===== src/sv/assert_macros.svh =====
// assertion macros used by the top-level rtl file, which checks itself
`ifndef ASSERT_MACROS_SVH
`define ASSERT_MACROS_SVH

// same-cycle implication, switched off while reset is low
`define ASSERT_IMP(lbl, clk, rst_n, ante, cons) \
    lbl: assert property (@(posedge clk) disable iff (!(rst_n)) (ante) |-> (cons)) \
        else $error("implication check failed");

// next-cycle implication, switched off while reset is low
`define ASSERT_NXT(lbl, clk, rst_n, ante, cons) \
    lbl: assert property (@(posedge clk) disable iff (!(rst_n)) (ante) |=> (cons)) \
        else $error("next-cycle check failed");

`endif


===== src/sv/dpbt_pkg.sv =====
// shared types and constants of the depth pixel back-projection core
`default_nettype none

package dpbt_pkg;

    localparam int IMAGE_WIDTH  = 640;
    localparam int IMAGE_HEIGHT = 480;

    localparam int COL_W    = 10;
    localparam int ROW_W    = 9;
    localparam int DEPTH_W  = 16;
    localparam int COLOUR_W = 8;
    localparam int COORD_W  = 20;

    localparam logic [DEPTH_W-1:0] DEPTH_MIN = 16'd41;
    localparam logic [DEPTH_W-1:0] DEPTH_MAX = 16'd20480;

    localparam int IN_DATA_W  = 64;
    localparam int OUT_DATA_W = 144;

    localparam int CFG_IDX_W  = 4;
    localparam int CFG_DATA_W = 60;

    localparam int QDEPTH = 4;
    localparam int QPTR_W = $clog2(QDEPTH);
    localparam int QCNT_W = $clog2(QDEPTH + 1);

    typedef enum logic [CFG_IDX_W-1:0] {
        REG_CENTER_X      = 4'd0,
        REG_CENTER_Y      = 4'd1,
        REG_INV_FOCAL_X   = 4'd2,
        REG_INV_FOCAL_Y   = 4'd3,
        REG_ROTATION_ROW0 = 4'd4,
        REG_ROTATION_ROW1 = 4'd5,
        REG_ROTATION_ROW2 = 4'd6,
        REG_TRANSLATION   = 4'd7
    } t_reg_idx;

    typedef struct packed {
        logic [15:0] center_x;
        logic [15:0] center_y;
        logic [23:0] inv_focal_x;
        logic [23:0] inv_focal_y;
        logic [47:0] rotation_row0;
        logic [47:0] rotation_row1;
        logic [47:0] rotation_row2;
        logic [59:0] translation;
    } t_cfg;

    // classified pixel as it waits in the queue
    typedef struct packed {
        logic                keep;
        logic                du_neg;
        logic [15:0]         du_mag;
        logic                dv_neg;
        logic [15:0]         dv_mag;
        logic [DEPTH_W-1:0]  depth;
        logic [COLOUR_W-1:0] blue;
        logic [COLOUR_W-1:0] green;
        logic [COLOUR_W-1:0] red;
    } t_item;

    typedef struct packed {
        logic empty;
        logic full;
    } t_q_stat;

    typedef struct packed {
        logic                      point_valid;
        logic signed [COORD_W-1:0] cam_x;
        logic signed [COORD_W-1:0] cam_y;
        logic [DEPTH_W-1:0]        cam_z;
        logic signed [COORD_W-1:0] world_x;
        logic signed [COORD_W-1:0] world_y;
        logic signed [COORD_W-1:0] world_z;
        logic [COLOUR_W-1:0]       out_blue;
        logic [COLOUR_W-1:0]       out_green;
        logic [COLOUR_W-1:0]       out_red;
    } t_point;

endpackage

`default_nettype wire


===== src/sv/dpbt_front.sv =====
// front end: takes pixels, checks range and forms the offsets from the principal point
`default_nettype none

module dpbt_front (
    input  wire                        i_clk,
    input  wire                        i_rst_n,
    input  wire                        i_valid,
    output logic                       o_ready,
    input  wire  [dpbt_pkg::IN_DATA_W-1:0] i_data,
    input  wire  dpbt_pkg::t_cfg       i_cfg,
    input  wire  dpbt_pkg::t_q_stat    i_qstat,
    output logic                       o_push,
    output dpbt_pkg::t_item            o_item
);
    import dpbt_pkg::*;

    logic        r_vld;
    logic        n_vld;
    t_item       r_item;
    t_item       n_item;

    logic [COL_W-1:0]   w_col;
    logic [ROW_W-1:0]   w_row;
    logic [DEPTH_W-1:0] w_depth;
    logic signed [16:0] w_du;
    logic signed [16:0] w_dv;
    logic               w_in_image;
    logic               w_in_range;
    logic               w_take;

    assign w_col   = i_data[9:0];
    assign w_row   = i_data[18:10];
    assign w_depth = i_data[34:19];

    assign o_push  = r_vld && !i_qstat.full;
    assign o_ready = !r_vld || !i_qstat.full;
    assign o_item  = r_item;
    assign w_take  = i_valid && o_ready;

    always_comb begin
        w_in_image = (int'(w_col) < IMAGE_WIDTH) && (int'(w_row) < IMAGE_HEIGHT);
        w_in_range = (w_depth >= DEPTH_MIN) && (w_depth <= DEPTH_MAX);
        w_du = $signed({3'b000, w_col, 4'b0000}) - $signed({1'b0, i_cfg.center_x});
        w_dv = $signed({4'b0000, w_row, 4'b0000}) - $signed({1'b0, i_cfg.center_y});

        n_item.keep   = w_in_image && w_in_range;
        n_item.du_neg = w_du[16];
        n_item.du_mag = w_du[16] ? 16'(17'd0 - w_du) : w_du[15:0];
        n_item.dv_neg = w_dv[16];
        n_item.dv_mag = w_dv[16] ? 16'(17'd0 - w_dv) : w_dv[15:0];
        n_item.depth  = w_depth;
        n_item.blue   = i_data[42:35];
        n_item.green  = i_data[50:43];
        n_item.red    = i_data[58:51];
    end

    always_comb begin
        n_vld = r_vld;
        if (w_take) begin
            n_vld = 1'b1;
        end else if (o_push) begin
            n_vld = 1'b0;
        end
    end

    always_ff @(posedge i_clk) begin
        if (!i_rst_n) begin
            r_vld <= 1'b0;
        end else begin
            r_vld <= n_vld;
        end
    end

    always_ff @(posedge i_clk) begin
        if (w_take) begin
            r_item <= n_item;
        end
    end

endmodule

`default_nettype wire


===== config.mk =====
export PLATFORM = sky130hd
export DESIGN_NAME = dpbt_front
export DESIGN_NICKNAME = d
export VERILOG_FILES = /design/src/sv/assert_macros.svh /design/src/sv/dpbt_pkg.sv /design/src/sv/dpbt_front.sv
export SDC_FILE = /design/constraint.sdc
export NUM_CORES = 1
export LEC_CHECK = 0
export ABC_AREA = 0
export BUFFER_PORTS_ARGS = -buffer_cell sky130_fd_sc_hd__buf_2
export CORE_AREA = 2 2 166 168
export DETAILED_ROUTE_END_ITERATION = 10
export DIE_AREA = 0 0 168 170
export SLEW_MARGIN = 20
export SYNTH_ARGS = -nofsm -noshare
export SYNTH_HDL_FRONTEND = slang
export SYNTH_SLANG_ARGS = --single-unit

===== constraint.sdc =====
create_clock -name i_clk -period 4.6 [get_ports i_clk]
set_clock_uncertainty 0.1 [all_clocks]
set_input_delay 1.38 -clock i_clk [delete_from_list [all_inputs] [get_ports i_clk]]
set_output_delay 1.38 -clock i_clk [all_outputs]
set_load 0.05 [all_outputs]

==> run_results.csv <==
group,metric,value,unit
detailed_routing,dr.pass1.iters,4,
cts,cts_max_level,3,
placement,dpl_worst_slack,0.266,ns
synthesis,synth-simple-area-share,0.174,
finish,drive_above_1_share,0.348,
critical_path,cp.required,4.67,ns
detailed_routing,drt.antenna.violating_nets,0,
placement,placed_cells,928,
floorplanning,die_h,170,µm
detailed_routing,vias_per_cell,4.08,
synthesis,syn_nets,793,
placement,numPortBuffers,171,
placement,hpwl,12.5,mm
status,status,"complete, no violations",
pwr,power_density,379,nW/µm²
floorplanning,coreArea,26700,µm²
cts,clockBufferDepth,2,
cts,cts_tree,"done",
critical_path,start_kind,"input port",
global_route,grt.total_usage,0.108,
finish,utilization,0.234,
pwr,p_comb_frac,0.278,
sta,period_needed,3.99,ns
pwr,p_sw,782,µW
cts,cts_resized,0,
sta,setup-tns-final,0,ns
synthesis,ys_seq_area_frac,0.500,
sta,finalSetupViolations,0,
detailed_routing,wl,15.8,mm
global_route,grt_start_max_net_pins,76,
critical_path,crit_family,"simple AND/OR/NAND/NOR gates",
synthesis,synthMuxAreaShare,0.00660,
critical_path,crit_path_top_delay_cell,"or4b_1",
cts,postCtsHoldBufs,0,
finish,ff_latch_area,2270,µm²
critical_path,path_buf_inv,1,
sta,fmax,250,MHz
sta,finalHoldViolCount,0,
pwr,seqPwrFrac,0.365,
cts,insertion_delay,0.34,ns
sta,timing.final.crit_share,0.868,
detailed_routing,drt_iter0_drc,136,
global_route,grt_first_pass_wirelength,22.6,mm
cts,cts_setup_buffers,0,
placement,postPlaceCellArea,5840,µm²
cts,cts.sinks,76,
pwr,ir_worst_vdd,0.178,mV
placement,gp_congestion,0.796,
floorplanning,die_w,168,µm
floorplanning,fp-row-count,60,
sta,holdWs,0.438,ns
synthesis,syn-cell-area,4550,µm²
hold_path,hp-class,"register to register",
synthesis,synthTopCellsByArea,"edfxtp_1 (50%), xnor2_1 (6.5%), ha_1 (5.8%), inv_1 (2.7%), xor2_1 (2.7%)",
synthesis,synth-warning-count,0,
floorplanning,start_util,0.171,
synthesis,synth_top_family_by_area,"simple AND/OR/NAND/NOR gates",
critical_path,cp_slowest_stage_delay,0.47,ns
critical_path,crit_fanout,6,
synthesis,synthAdderAreaFrac,0.0578,
finish,final_cell_area,6220,µm²
floorplanning,io_pins,430,
synthesis,ys_seq_elements,76,
finish,nNetsFinal,973,
critical_path,worstPathArrival,4.06,ns
critical_path,end_kind,"register",
run,cap_violations,0,
finish,stdcell_count,947,
sta,max_slew_margin,0.510,
pwr,power.leakage,2.58,nW
synthesis,netlist-cell-type-count,64,
synthesis,synth_top_area_cell,"edfxtp_1",
synthesis,synth_xor_area_frac,0.0924,
synthesis,syn_area_per_cell,10.9,µm²
sta,maxSlewViolCount,0,
cts,numCtsBuffers,9,
finish,area_delta_synth_final,36.8,%
synthesis,synth_ff_type,"edfxtp_1",
detailed_routing,vias,3867,
floorplanning,die-area,28600,µm²
pwr,power,2.36,mW
global_route,grt_pass1_vias,3719,
sta,setup_ws,0.605,ns
cts,clk_pin_slew,0.06,ns
synthesis,synth-compound-area-share,0.133,
detailed_routing,route.detailed.drc,0,
synthesis,async_flop_share,0,
synthesis,synth_top_area_share,0.495,
synthesis,synth-edff-count,75,
synthesis,synthCells,419,
global_route,antenna_found_initial,3,
pwr,power_frac_clock,0.357,
critical_path,path_cells,"buf_2 -> ha_1 -> and3b_4 -> a211o_1 -> a2111o_1 -> and3_4 -> or2_0 -> nor4b_4 -> or4b_1 -> o211ai_1",
sta,worstMarginPinSlew,0.716,ns
sta,rsz0062_at_grt,"no",
pwr,p_int,1.58,mW
global_route,grt_overflow,0,
critical_path,critical_path_class,"input port to register",
pwr,sw_frac_of_total,0.332,
cts,clockRootBuffer,"clkbuf_16",
detailed_routing,wire_per_inst,16.7,µm
finish,multi_input_area,2110,µm²
finish,fill_cells,2895,
[sequential cells by signal, summed over array words and instances, names as in the netlist]
register  cells
o_item       75
r_vld         1
[worst paths after layout]
| check | startpoint | end | slack (ns) | cells past startpoint |
|---|---|---|---|---|
| hold reg to reg | r_vld | r_vld | 0.44 | 2 |
| hold / removal | r_vld | r_vld | 0.44 | 2 |
| setup reg to reg | r_vld | o_item[50] | 3.02 | 3 |
| setup / recovery | i_data[0] | o_item[71] | 0.61 | 10 |
[power groups by stage]
stage	Combinational, mW	Clock (mW)	Sequential (mW)
floorplan	0.265	0	1.07
global placement	0.647	0	0.877
detailed placement	0.649	0	0.875
CTS	0.656	0.875	0.863
global route	0.705	0.904	0.867
finish	0.655	0.843	0.861
[layout by cell type, fill, tap and decap left out, drive strengths merged, types with 3 or more instances in the layout]
cell / n
buf: 178
edfxtp: 75
inv: 35
xnor2: 34
nor2: 26
nand2: 25
a21oi: 22
o21ai: 22
ha: 21
nor3: 20
xor2: 14
nor2b: 12
a31oi: 9
clkbuf: 9
nand2b: 7
nor4: 6
and2: 6
nand3: 5
nand4: 5
or2: 5
a21o: 4
and4: 4
o211ai: 4
and3: 4
a211o: 3
mux2i: 3
bufinv: 3
a21boi: 3
[cell type report]
cell class,count,area share
antenna,2,0.000804
clock buffer,9,0.0362
clock inverter,7,0.0199
inverter,34,0.0205
multi-input combinational,300,0.340
sequential,76,0.365
tap,341,0.0686
timing repair buffer,178,0.149
[Yosys cell counts, types with 9 or more instances]
master,count
a31oi_1,9
inv_1,33
a21oi_1,22
nor3_1,18
xnor2_1,34
nand2_1,25
o21ai_0,22
nor2_1,26
xor2_1,14
nor2b_1,12
edfxtp_1,75
ha_1,21
[cell families (layout without fill, tap and decap cells)]
| logic type | after synthesis | after routing |
|---|---|---|
| buf+inv | 43 | 228 |
| flops | 76 | 76 |
| mux | 3 | 3 |
| fa+ha+maj | 21 | 21 |
| xor+xnor | 48 | 48 |
| simple gates | 139 | 139 |
| other cells | 0 | 2 |
| compound gates | 89 | 89 |
[routing by layer]
metal / routed length, µm / share of wire / global-route usage
met1: 8210 / 0.52 / 0.166
met2: 5790 / 0.37 / 0.136
met3: 1630 / 0.10 / 0.0388
met4: 159 / 0.010 / 0.0284
met5: 21 / 0.0013 / 0
[worst min-delay path, delay by kind of cell (launching register included)]
kind	cells	cell delay, ns
AOI/OAI and AO/OA	1	0.12
DFF	1	0.33
and+or+nand+nor	1	0.05
No activity file was read; power rests on OpenSTA's default activity.
