`config.mk`:
```
export PLATFORM = sky130hd
export DESIGN_NAME = dpbt_queue
export DESIGN_NICKNAME = d
export VERILOG_FILES = /design/src/sv/assert_macros.svh /design/src/sv/dpbt_pkg.sv /design/src/sv/dpbt_queue.sv
export SDC_FILE = /design/constraint.sdc
export NUM_CORES = 1
export LEC_CHECK = 0
export BUFFER_PORTS_ARGS = -buffer_cell sky130_fd_sc_hd__buf_2
export CORE_UTILIZATION = 40
export DETAILED_ROUTE_END_ITERATION = 8
export PLACE_DENSITY = 0.63
export REMOVE_ABC_BUFFERS = 1
export SKIP_LAST_GASP = 1
export SYNTH_ARGS = -nofsm -noshare
export SYNTH_HDL_FRONTEND = slang
export SYNTH_SLANG_ARGS = --single-unit
export TNS_END_PERCENT = 20
```
`constraint.sdc`:
```
create_clock -name i_clk -period 4.2 [get_ports i_clk]
set_input_delay 0.63 -clock i_clk [delete_from_list [all_inputs] [get_ports i_clk]]
set_output_delay 0.63 -clock i_clk [all_outputs]
set_load 0.02 [all_outputs]
```
`src/sv/assert_macros.svh`:
```
// assertion macros used by the top-level rtl file, which checks itself
`ifndef ASSERT_MACROS_SVH
`define ASSERT_MACROS_SVH

// same-cycle implication, switched off while reset is low
`define ASSERT_IMP(lbl, clk, rst_n, ante, cons) \
    lbl: assert property (@(posedge clk) disable iff (!(rst_n)) (ante) |-> (cons)) \
        else $error("implication check failed");

// next-cycle implication, switched off while reset is low
`define ASSERT_NXT(lbl, clk, rst_n, ante, cons) \
    lbl: assert property (@(posedge clk) disable iff (!(rst_n)) (ante) |=> (cons)) \
        else $error("next-cycle check failed");

`endif

```
`src/sv/dpbt_pkg.sv`:
```
// shared types and constants of the depth pixel back-projection core
`default_nettype none

package dpbt_pkg;

    localparam int IMAGE_WIDTH  = 640;
    localparam int IMAGE_HEIGHT = 480;

    localparam int COL_W    = 10;
    localparam int ROW_W    = 9;
    localparam int DEPTH_W  = 16;
    localparam int COLOUR_W = 8;
    localparam int COORD_W  = 20;

    localparam logic [DEPTH_W-1:0] DEPTH_MIN = 16'd41;
    localparam logic [DEPTH_W-1:0] DEPTH_MAX = 16'd20480;

    localparam int IN_DATA_W  = 64;
    localparam int OUT_DATA_W = 144;

    localparam int CFG_IDX_W  = 4;
    localparam int CFG_DATA_W = 60;

    localparam int QDEPTH = 4;
    localparam int QPTR_W = $clog2(QDEPTH);
    localparam int QCNT_W = $clog2(QDEPTH + 1);

    typedef enum logic [CFG_IDX_W-1:0] {
        REG_CENTER_X      = 4'd0,
        REG_CENTER_Y      = 4'd1,
        REG_INV_FOCAL_X   = 4'd2,
        REG_INV_FOCAL_Y   = 4'd3,
        REG_ROTATION_ROW0 = 4'd4,
        REG_ROTATION_ROW1 = 4'd5,
        REG_ROTATION_ROW2 = 4'd6,
        REG_TRANSLATION   = 4'd7
    } t_reg_idx;

    typedef struct packed {
        logic [15:0] center_x;
        logic [15:0] center_y;
        logic [23:0] inv_focal_x;
        logic [23:0] inv_focal_y;
        logic [47:0] rotation_row0;
        logic [47:0] rotation_row1;
        logic [47:0] rotation_row2;
        logic [59:0] translation;
    } t_cfg;

    // classified pixel as it waits in the queue
    typedef struct packed {
        logic                keep;
        logic                du_neg;
        logic [15:0]         du_mag;
        logic                dv_neg;
        logic [15:0]         dv_mag;
        logic [DEPTH_W-1:0]  depth;
        logic [COLOUR_W-1:0] blue;
        logic [COLOUR_W-1:0] green;
        logic [COLOUR_W-1:0] red;
    } t_item;

    typedef struct packed {
        logic empty;
        logic full;
    } t_q_stat;

    typedef struct packed {
        logic                      point_valid;
        logic signed [COORD_W-1:0] cam_x;
        logic signed [COORD_W-1:0] cam_y;
        logic [DEPTH_W-1:0]        cam_z;
        logic signed [COORD_W-1:0] world_x;
        logic signed [COORD_W-1:0] world_y;
        logic signed [COORD_W-1:0] world_z;
        logic [COLOUR_W-1:0]       out_blue;
        logic [COLOUR_W-1:0]       out_green;
        logic [COLOUR_W-1:0]       out_red;
    } t_point;

endpackage

`default_nettype wire

```
`src/sv/dpbt_queue.sv`:
```
// short queue between the front end and the arithmetic pipeline
`default_nettype none

module dpbt_queue (
    input  wire                     i_clk,
    input  wire                     i_rst_n,
    input  wire                     i_push,
    input  wire  dpbt_pkg::t_item   i_item,
    input  wire                     i_pop,
    output dpbt_pkg::t_item         o_item,
    output dpbt_pkg::t_q_stat       o_stat
);
    import dpbt_pkg::*;

    t_item             r_mem [QDEPTH];
    logic [QPTR_W-1:0] r_wr;
    logic [QPTR_W-1:0] r_rd;
    logic [QCNT_W-1:0] r_cnt;
    logic [QCNT_W-1:0] n_cnt;
    logic [QPTR_W-1:0] n_wr;
    logic [QPTR_W-1:0] n_rd;

    assign o_item       = r_mem[r_rd];
    assign o_stat.empty = (r_cnt == '0);
    assign o_stat.full  = (r_cnt == QCNT_W'(QDEPTH));

    always_comb begin
        n_wr  = r_wr;
        n_rd  = r_rd;
        n_cnt = QCNT_W'(r_cnt + QCNT_W'(i_push) - QCNT_W'(i_pop));
        if (i_push) begin
            n_wr = (r_wr == QPTR_W'(QDEPTH - 1)) ? '0 : QPTR_W'(r_wr + 1'b1);
        end
        if (i_pop) begin
            n_rd = (r_rd == QPTR_W'(QDEPTH - 1)) ? '0 : QPTR_W'(r_rd + 1'b1);
        end
    end

    always_ff @(posedge i_clk) begin
        if (!i_rst_n) begin
            r_wr  <= '0;
            r_rd  <= '0;
            r_cnt <= '0;
        end else begin
            r_wr  <= n_wr;
            r_rd  <= n_rd;
            r_cnt <= n_cnt;
        end
    end

    always_ff @(posedge i_clk) begin
        if (i_push) begin
            r_mem[r_wr] <= i_item;
        end
    end

endmodule

`default_nettype wire

```
==> impl_metrics.toml, run 1 <==
[status]
run_status = "complete, no violations"

[global_route]
maximum_number_of_pins_on_one_net_before_global_route_repair = 76
grt_overflow = 0
all_layer_global_routing_usage_pct = 14.3
antenna_found_initial = 0
first_pass_grt_wire_length_mm = 31.0
grt_pass1_vias = 5459

[hold_path]
hold_class = "in2reg"
hold_path_startpoint = "i_item[62]"
hold-path-cell-count = 1

[routing]
wl_met2_mm = 10.3
drtPass1Iterations = 4
initialDrtViolationCount = 272
detail_route.drc_violations = 0
ant_nets = 0
topRoutingLayerUsed = "met4"
detail_route.vias_per_cell = 4.92
routedWlPerCell_um = 20.1
met3_length_mm = 1.28
wirelength_mm = 20.5
route.vias.total = 5012
met1_length_mm = 8.39

[cells_and_area]
drive_above_1_share_pct = 45.2
final_core_utilization_pct = 48.4
finalInstanceArea_mm2 = 0.0134
syn_to_final_growth_pct = 19.2
final_nets = 703

[die]
die-area_mm2 = 0.0289
chipHeight_um = 170
die_w_um = 170
placement_row_count = 61
coreArea_mm2 = 0.0278
boundaryPins = 156
start_util_pct = 40.6

[place]
globalplace.congestion = 0.706
detailed_place.area_mm2 = 0.0125
count_of_buffers_inserted_at_the_top_level_ports = 155
place_hpwl_mm = 12.0

[sta]
tightest_slew_ns = 1.17
maxClockFrequency_ghz = 0.324
min_period_over_period_pct = 73.5
max_slew_margin_pct = 21.8
setup_violations = 0
report.final.hold_viol_count = 0
final.min_clock_period_ns = 3.09
unrepaired_setup_endpoints_after_global_routing = "false"
tns_ns = 0
pins_over_slew_limit = 0
finalHoldWorstSlack_ns = 0.282
final.setup_skew_ns = 0.0144

[clock_tree]
cts.htree.levels = 1
cts.clk_slew.worst_paths_ns = 0.06
clkSinkCount = 309
cts-root-buf = "sky130_fd_sc_hd__clkbuf_16"
max-clock-path-buffers = 3
tritoncts = "done"
cts_hold_buf = 0
cts_post_setup_buffers_inserted = 0
worst_skew_pair.late_latency_ns = 0.56
cts-resized-gates = 0
cts_made_buffers = 31

[logic_synthesis]
synth_largest_area_cell = "sky130_fd_sc_hd__edfxtp_1"
synth_top_cells_by_area = "sky130_fd_sc_hd__edfxtp_1 (80%), sky130_fd_sc_hd__mux4_2 (15%), sky130_fd_sc_hd__dfxtp_1 (1.6%)"
postSynthCellCount = 435
avgSynthCellArea_um2 = 25.9
seq_area_frac_synth_pct = 81.5
yosys.cell_types.count = 19
syn-cell-area_mm2 = 0.0113
yosysWarningCount = 0
yosys_register_bits = 309
synth_top_area_share_pct = 79.9

[setup_path]
critPathLaunchType = "flip-flop"
ff2ff_path_depth = 4
worst-path-max-fanout = 22
crit_type = "reg2out"
timing.rr.start = "r_wr[0]"
critPathRequiredTime_ns = 3.57
crit_path_end_kind = "primary output"
cp.arrival_ns = 2.46

[power_and_ir_drop]
power_density_mw_per_mm2 = 501
leakage_nw = 4.51
ir_drop_mv = 0.358

[flow_run]
timing.max_cap.violations = 0
-- state kept, by name, indices dropped and copies added (netlist names), named ones only --
signal and flops:
r_mem 300, r_rd 2, r_wr 2, r_cnt 3
-- routing by layer --
| metal | track usage [%] | up-vias |
|---|---|---|
| met2 | 25.1 | 159 |
| met5 | 0 | - |
| li1 | - | 2229 |
| met1 | 17.7 | 2587 |
| met4 | 4.31 | 0 |
| met3 | 3.37 | 37 |
-- cells by family (layout without fill, tap and decap cells) --
logic type / count (synthesis) / count (layout) / synth area share [%]
flip-flops: 309 / 309 / 81.5
XOR/XNOR: 1 / 1 / 0.211
adder cells (fa/ha/maj): 8 / 8 / 0.954
AND/OR/NAND/NOR: 15 / 15 / 0.799
other: 0 / 1 / 0
buffers and inverters: 23 / 228 / 1.30
AO/OA/AOI/OAI: 2 / 2 / 0.0888
multiplexers: 77 / 77 / 15.2
-- report_power, final --
part / leakage [nW] / switching [mW] / internal, mW
registers: 2.83 / 0.0633 / 3.52
logic: 1.23 / 0.351 / 0.266
clock network: 0.452 / 1.09 / 1.45
-- cell usage in the layout, fill, tap and decap left out --
master | synthesis | routed
sky130_fd_sc_hd__fa_1 | 1 | 1
sky130_fd_sc_hd__bufinv_16 | 0 | 1
sky130_fd_sc_hd__nor3_1 | 1 | 1
sky130_fd_sc_hd__nor2_1 | 3 | 3
sky130_fd_sc_hd__edfxtp_1 | 300 | 300
sky130_fd_sc_hd__clkbuf_1 | 2 | 8
sky130_fd_sc_hd__buf_4 | 2 | 8
sky130_fd_sc_hd__and2_1 | 6 | 2
sky130_fd_sc_hd__clkinvlp_4 | 0 | 3
sky130_fd_sc_hd__diode_2 | 0 | 1
sky130_fd_sc_hd__or3b_2 | 2 | 2
sky130_fd_sc_hd__mux4_2 | 75 | 75
sky130_fd_sc_hd__buf_12 | 0 | 1
sky130_fd_sc_hd__clkinv_2 | 0 | 4
sky130_fd_sc_hd__dfxtp_4 | 0 | 2
sky130_fd_sc_hd__a21oi_1 | 2 | 2
sky130_fd_sc_hd__ha_1 | 7 | 7
sky130_fd_sc_hd__mux2i_1 | 2 | 2
sky130_fd_sc_hd__clkbuf_8 | 0 | 2
sky130_fd_sc_hd__and3_1 | 1 | 1
sky130_fd_sc_hd__and2_4 | 0 | 4
sky130_fd_sc_hd__clkbuf_16 | 0 | 31
sky130_fd_sc_hd__clkinv_1 | 0 | 7
sky130_fd_sc_hd__inv_1 | 7 | 7
sky130_fd_sc_hd__buf_2 | 6 | 155
sky130_fd_sc_hd__dfxtp_1 | 9 | 7
sky130_fd_sc_hd__inv_6 | 0 | 1
sky130_fd_sc_hd__xor3_1 | 1 | 1
sky130_fd_sc_hd__nand2b_1 | 2 | 2
-- final timing paths --
kind,slack [ns],endpoint
setup / recovery,1.11,o_item[12]
hold / removal,0.28,r_mem[0][62]
setup reg to reg,2.07,r_mem[0][58]
hold reg to reg,0.52,flip-flop
-- Yosys cell counts (all sizes together) --
| master | n |
|---|---|
| and2 | 6 |
| and3 | 1 |
| buf | 14 |
| dfxtp | 9 |
| xor3 | 1 |
| nand2b | 2 |
| ha | 7 |
| nor3 | 1 |
| edfxtp | 300 |
| mux2i | 2 |
| fa | 1 |
| a21oi | 2 |
| or3b | 2 |
| clkbuf | 2 |
| mux4 | 75 |
| inv | 7 |
| nor2 | 3 |
-- worst max-delay path, cell delays in order (launching register included) --
cell and delay [ns]:
sky130_fd_sc_hd__dfxtp_4 0.63, sky130_fd_sc_hd__buf_4 0.49, sky130_fd_sc_hd__mux4_2 0.58, sky130_fd_sc_hd__buf_2 0.18
-- area by class of cell --
| class | instances | area (um2) |
|---|---|---|
| Inverter | 7 | 26.3 |
| Multi-Input combinational cell | 103 | 1950 |
| Antenna cell | 1 | 2.50 |
| Clock buffer | 41 | 833 |
| Timing Repair Buffer | 164 | 856 |
| Fill cell | 2327 | 14300 |
| Tap cell | 378 | 473 |
| Clock inverter | 16 | 108 |
| Sequential cell | 309 | 9200 |
-- stage by stage --
| step | setup slack (ns) | std cells | total power [mW] |
|---|---|---|---|
| after floorplan | -0.324 | 419 | 4.03 |
| after CTS | 1.00 | 1018 | 6.82 |
| after detailed placement | 1.63 | 961 | 4.28 |
| after global routing | 0.916 | 1018 | 6.97 |
| final | 1.11 | 1019 | 6.73 |
| after global placement | 1.64 | 961 | 4.25 |
Note: power is estimated with default switching activity, not from simulation.
==> inputs of run 2 (changes only) <==
==> constraint.sdc (replaced) <==
create_clock -name i_clk -period 2.9 [get_ports i_clk]
set_input_delay 0.435 -clock i_clk [delete_from_list [all_inputs] [get_ports i_clk]]
set_output_delay 0.435 -clock i_clk [all_outputs]
set_load 0.02 [all_outputs]
==> run 2 against run 1 <==
Register-to-register slack worse by 1.0 ns; highest routed layer is now met5; sequential share of layout area down 0.79 points; clock-buffer cell count is 6 lower; non-clock buffer count increased by 4.
==> impl_metrics.toml, run 2 (synthesized netlist as in run 1, its figures left out) <==
[die]
chipHeight_um = 170
start_util_pct = 40.6
boundaryPins = 156
die_w_um = 170
placement_row_count = 61
coreArea_mm2 = 0.0278
die-area_mm2 = 0.0289

[setup_path]
critPathRequiredTime_ns = 2.47
worst-path-max-fanout = 21
crit_path_end_kind = "primary output"
cpLargestDelayFamily = "flip-flops"
cp.arrival_ns = 2.25
reg2reg_slack_ns = 1.07
crit_path_cell_trace = "buf_4 > mux4_2 > buf_2"
cp_slowest_stage_delay_ns = 0.65
crit_type = "reg2out"
crit_buf_inv = 2
endpoint_of_the_worst_register_to_register_path = "r_cnt[2]"
ff2ff_path_depth = 7
timing.rr.start = "r_cnt[0]"
critPathLaunchType = "flip-flop"
worst_path_max_delay_cell = "sky130_fd_sc_hd__dfxtp_4"

[routing]
route.vias.total = 5085
wirelength_mm = 21.0
detail_route.drc_violations = 0
initialDrtViolationCount = 347
detail_route.vias_per_cell = 4.98
routedWlPerCell_um = 20.5
ant_nets = 0
drtPass1Iterations = 4

[clock_tree]
cts-root-buf = "sky130_fd_sc_hd__clkbuf_16"
cts.htree.levels = 1
max-clock-path-buffers = 3
cts_post_setup_buffers_inserted = 0
worst_skew_pair.late_latency_ns = 0.54
tritoncts = "done"
cts_hold_buf = 0
clkSinkCount = 309
cts-resized-gates = 0
cts_made_buffers = 31
cts.clk_slew.worst_paths_ns = 0.06

[global_route]
met1_demand_to_capacity_share_in_global_routing_pct = 19.1
antenna_found_initial = 1
first_pass_grt_wire_length_mm = 32.2
grt_most_used_layer = "met2"
grt_overflow = 0
met3_usage_pct = 3.35
all_layer_global_routing_usage_pct = 14.9
gr-usage-met2_pct = 25.7
grt_pass1_vias = 5573
maximum_number_of_pins_on_one_net_before_global_route_repair = 50

[flow_run]
timing.max_cap.violations = 0

[cells_and_area]
multi_input_area_mm2 = 0.00195
layout_commonest_cell = "sky130_fd_sc_hd__edfxtp_1"
largest_register_ff_count = 300
antenna_cells_inserted = 0
finalInstanceArea_mm2 = 0.0136
final_nets = 707
final_core_utilization_pct = 49.0
top_regs = "r_mem x300, r_cnt x3"
drive_above_1_share_pct = 46.4
mostFrequentLayoutCells = "sky130_fd_sc_hd__edfxtp_1 (300), sky130_fd_sc_hd__buf_2 (155), sky130_fd_sc_hd__mux4_2 (75)"
register_with_the_highest_flop_count = "r_mem"
ff_latch_area_mm2 = 0.00920
syn_to_final_growth_pct = 20.6
fill_cells = 2310

[power_and_ir_drop]
switching_share_pct = 22.1
net_switching_power_of_the_design_mw = 2.21
leakage_nw = 4.60
ir_drop_mv = 0.527
power_frac_seq_pct = 51.6
power_density_mw_per_mm2 = 737
power.share.combinational_pct = 9.3
power.share.clock_pct = 39.1
power_report.internal_total_mw = 7.81
post-layout-total-power_mw = 10.0

[hold_path]
hold_class = "in2reg"
hold_path_startpoint = "i_item[65]"
hold-path-cell-count = 1
min_delay_worst_endpoint = "r_mem[2][65]"

[place]
count_of_buffers_inserted_at_the_top_level_ports = 155
detailed_place.area_mm2 = 0.0126
place_hpwl_mm = 12.7
globalplace.congestion = 0.693

[sta]
pins_over_slew_limit = 0
unrepaired_setup_endpoints_after_global_routing = "false"
final.min_clock_period_ns = 2.68
report.final.hold_viol_count = 0
final.setup_skew_ns = 0.00826
finalHoldWorstSlack_ns = 0.110
maxClockFrequency_ghz = 0.373
min_period_over_period_pct = 92.5
max_slew_margin_pct = 50.6
setup_violations = 0
tightest_slew_ns = 0.741

[status]
run_status = "complete, no violations"
## run 2: cell count changes in the layout (fill, tap and decap cells not counted), sizes merged
cell / delta
clkinvlp: -2
diode: -1
inv: +1
buf: +4
clkinv: +4
bufinv: +3
clkbuf: -6
## run 2: per-stage QoR
step           std cells  setup slack, ns  setup TNS (ns)
5_1_grt             1022           0.0569               0
4_1_cts             1022            0.128               0
3_3_place_gp         965            0.734               0
3_5_place_dp         965            0.728               0
6_report            1022            0.217               0
2_1_floorplan        419            -1.43         -107.15
## run 2: area by class of cell
class,instances,area share (%)
clock buffer,35,5.81
clock inverter,22,1.60
inverter,7,0.193
multi-input combinational,103,14.3
sequential,309,67.6
tap,378,3.48
timing repair buffer,168,6.97
## run 2: power by group through the flow
stage	clock network, mW	registers, mW	logic (mW)
final	3.92	5.17	0.928
after global routing	4.18	5.19	1.00
after CTS	4.03	5.18	0.953
after detailed placement	0	5.27	0.948
after global placement	0	5.26	0.924
after floorplan	0	5.29	0.557
## run 2: routing by layer
layer | share of wire, % | vias up
li1 | - | 2232
met1 | 41 | 2658
met2 | 50 | 159
met3 | 6.9 | 34
met4 | 1.7 | 2
met5 | 0.038 | -
## run 2: worst max path at each step
| stage | startpoint | end | depth (start not counted) |
|---|---|---|---|
| 4_1_cts | flip-flop | o_item[9] | 3 |
| 5_1_grt | flip-flop | o_item[33] | 3 |
| 6_report | flip-flop | o_item[9] | 3 |
| 3_5_place_dp | flip-flop | o_item[64] | 3 |
| 3_3_place_gp | flip-flop | o_item[64] | 3 |
| 2_1_floorplan | flip-flop | o_item[0] | 1 |
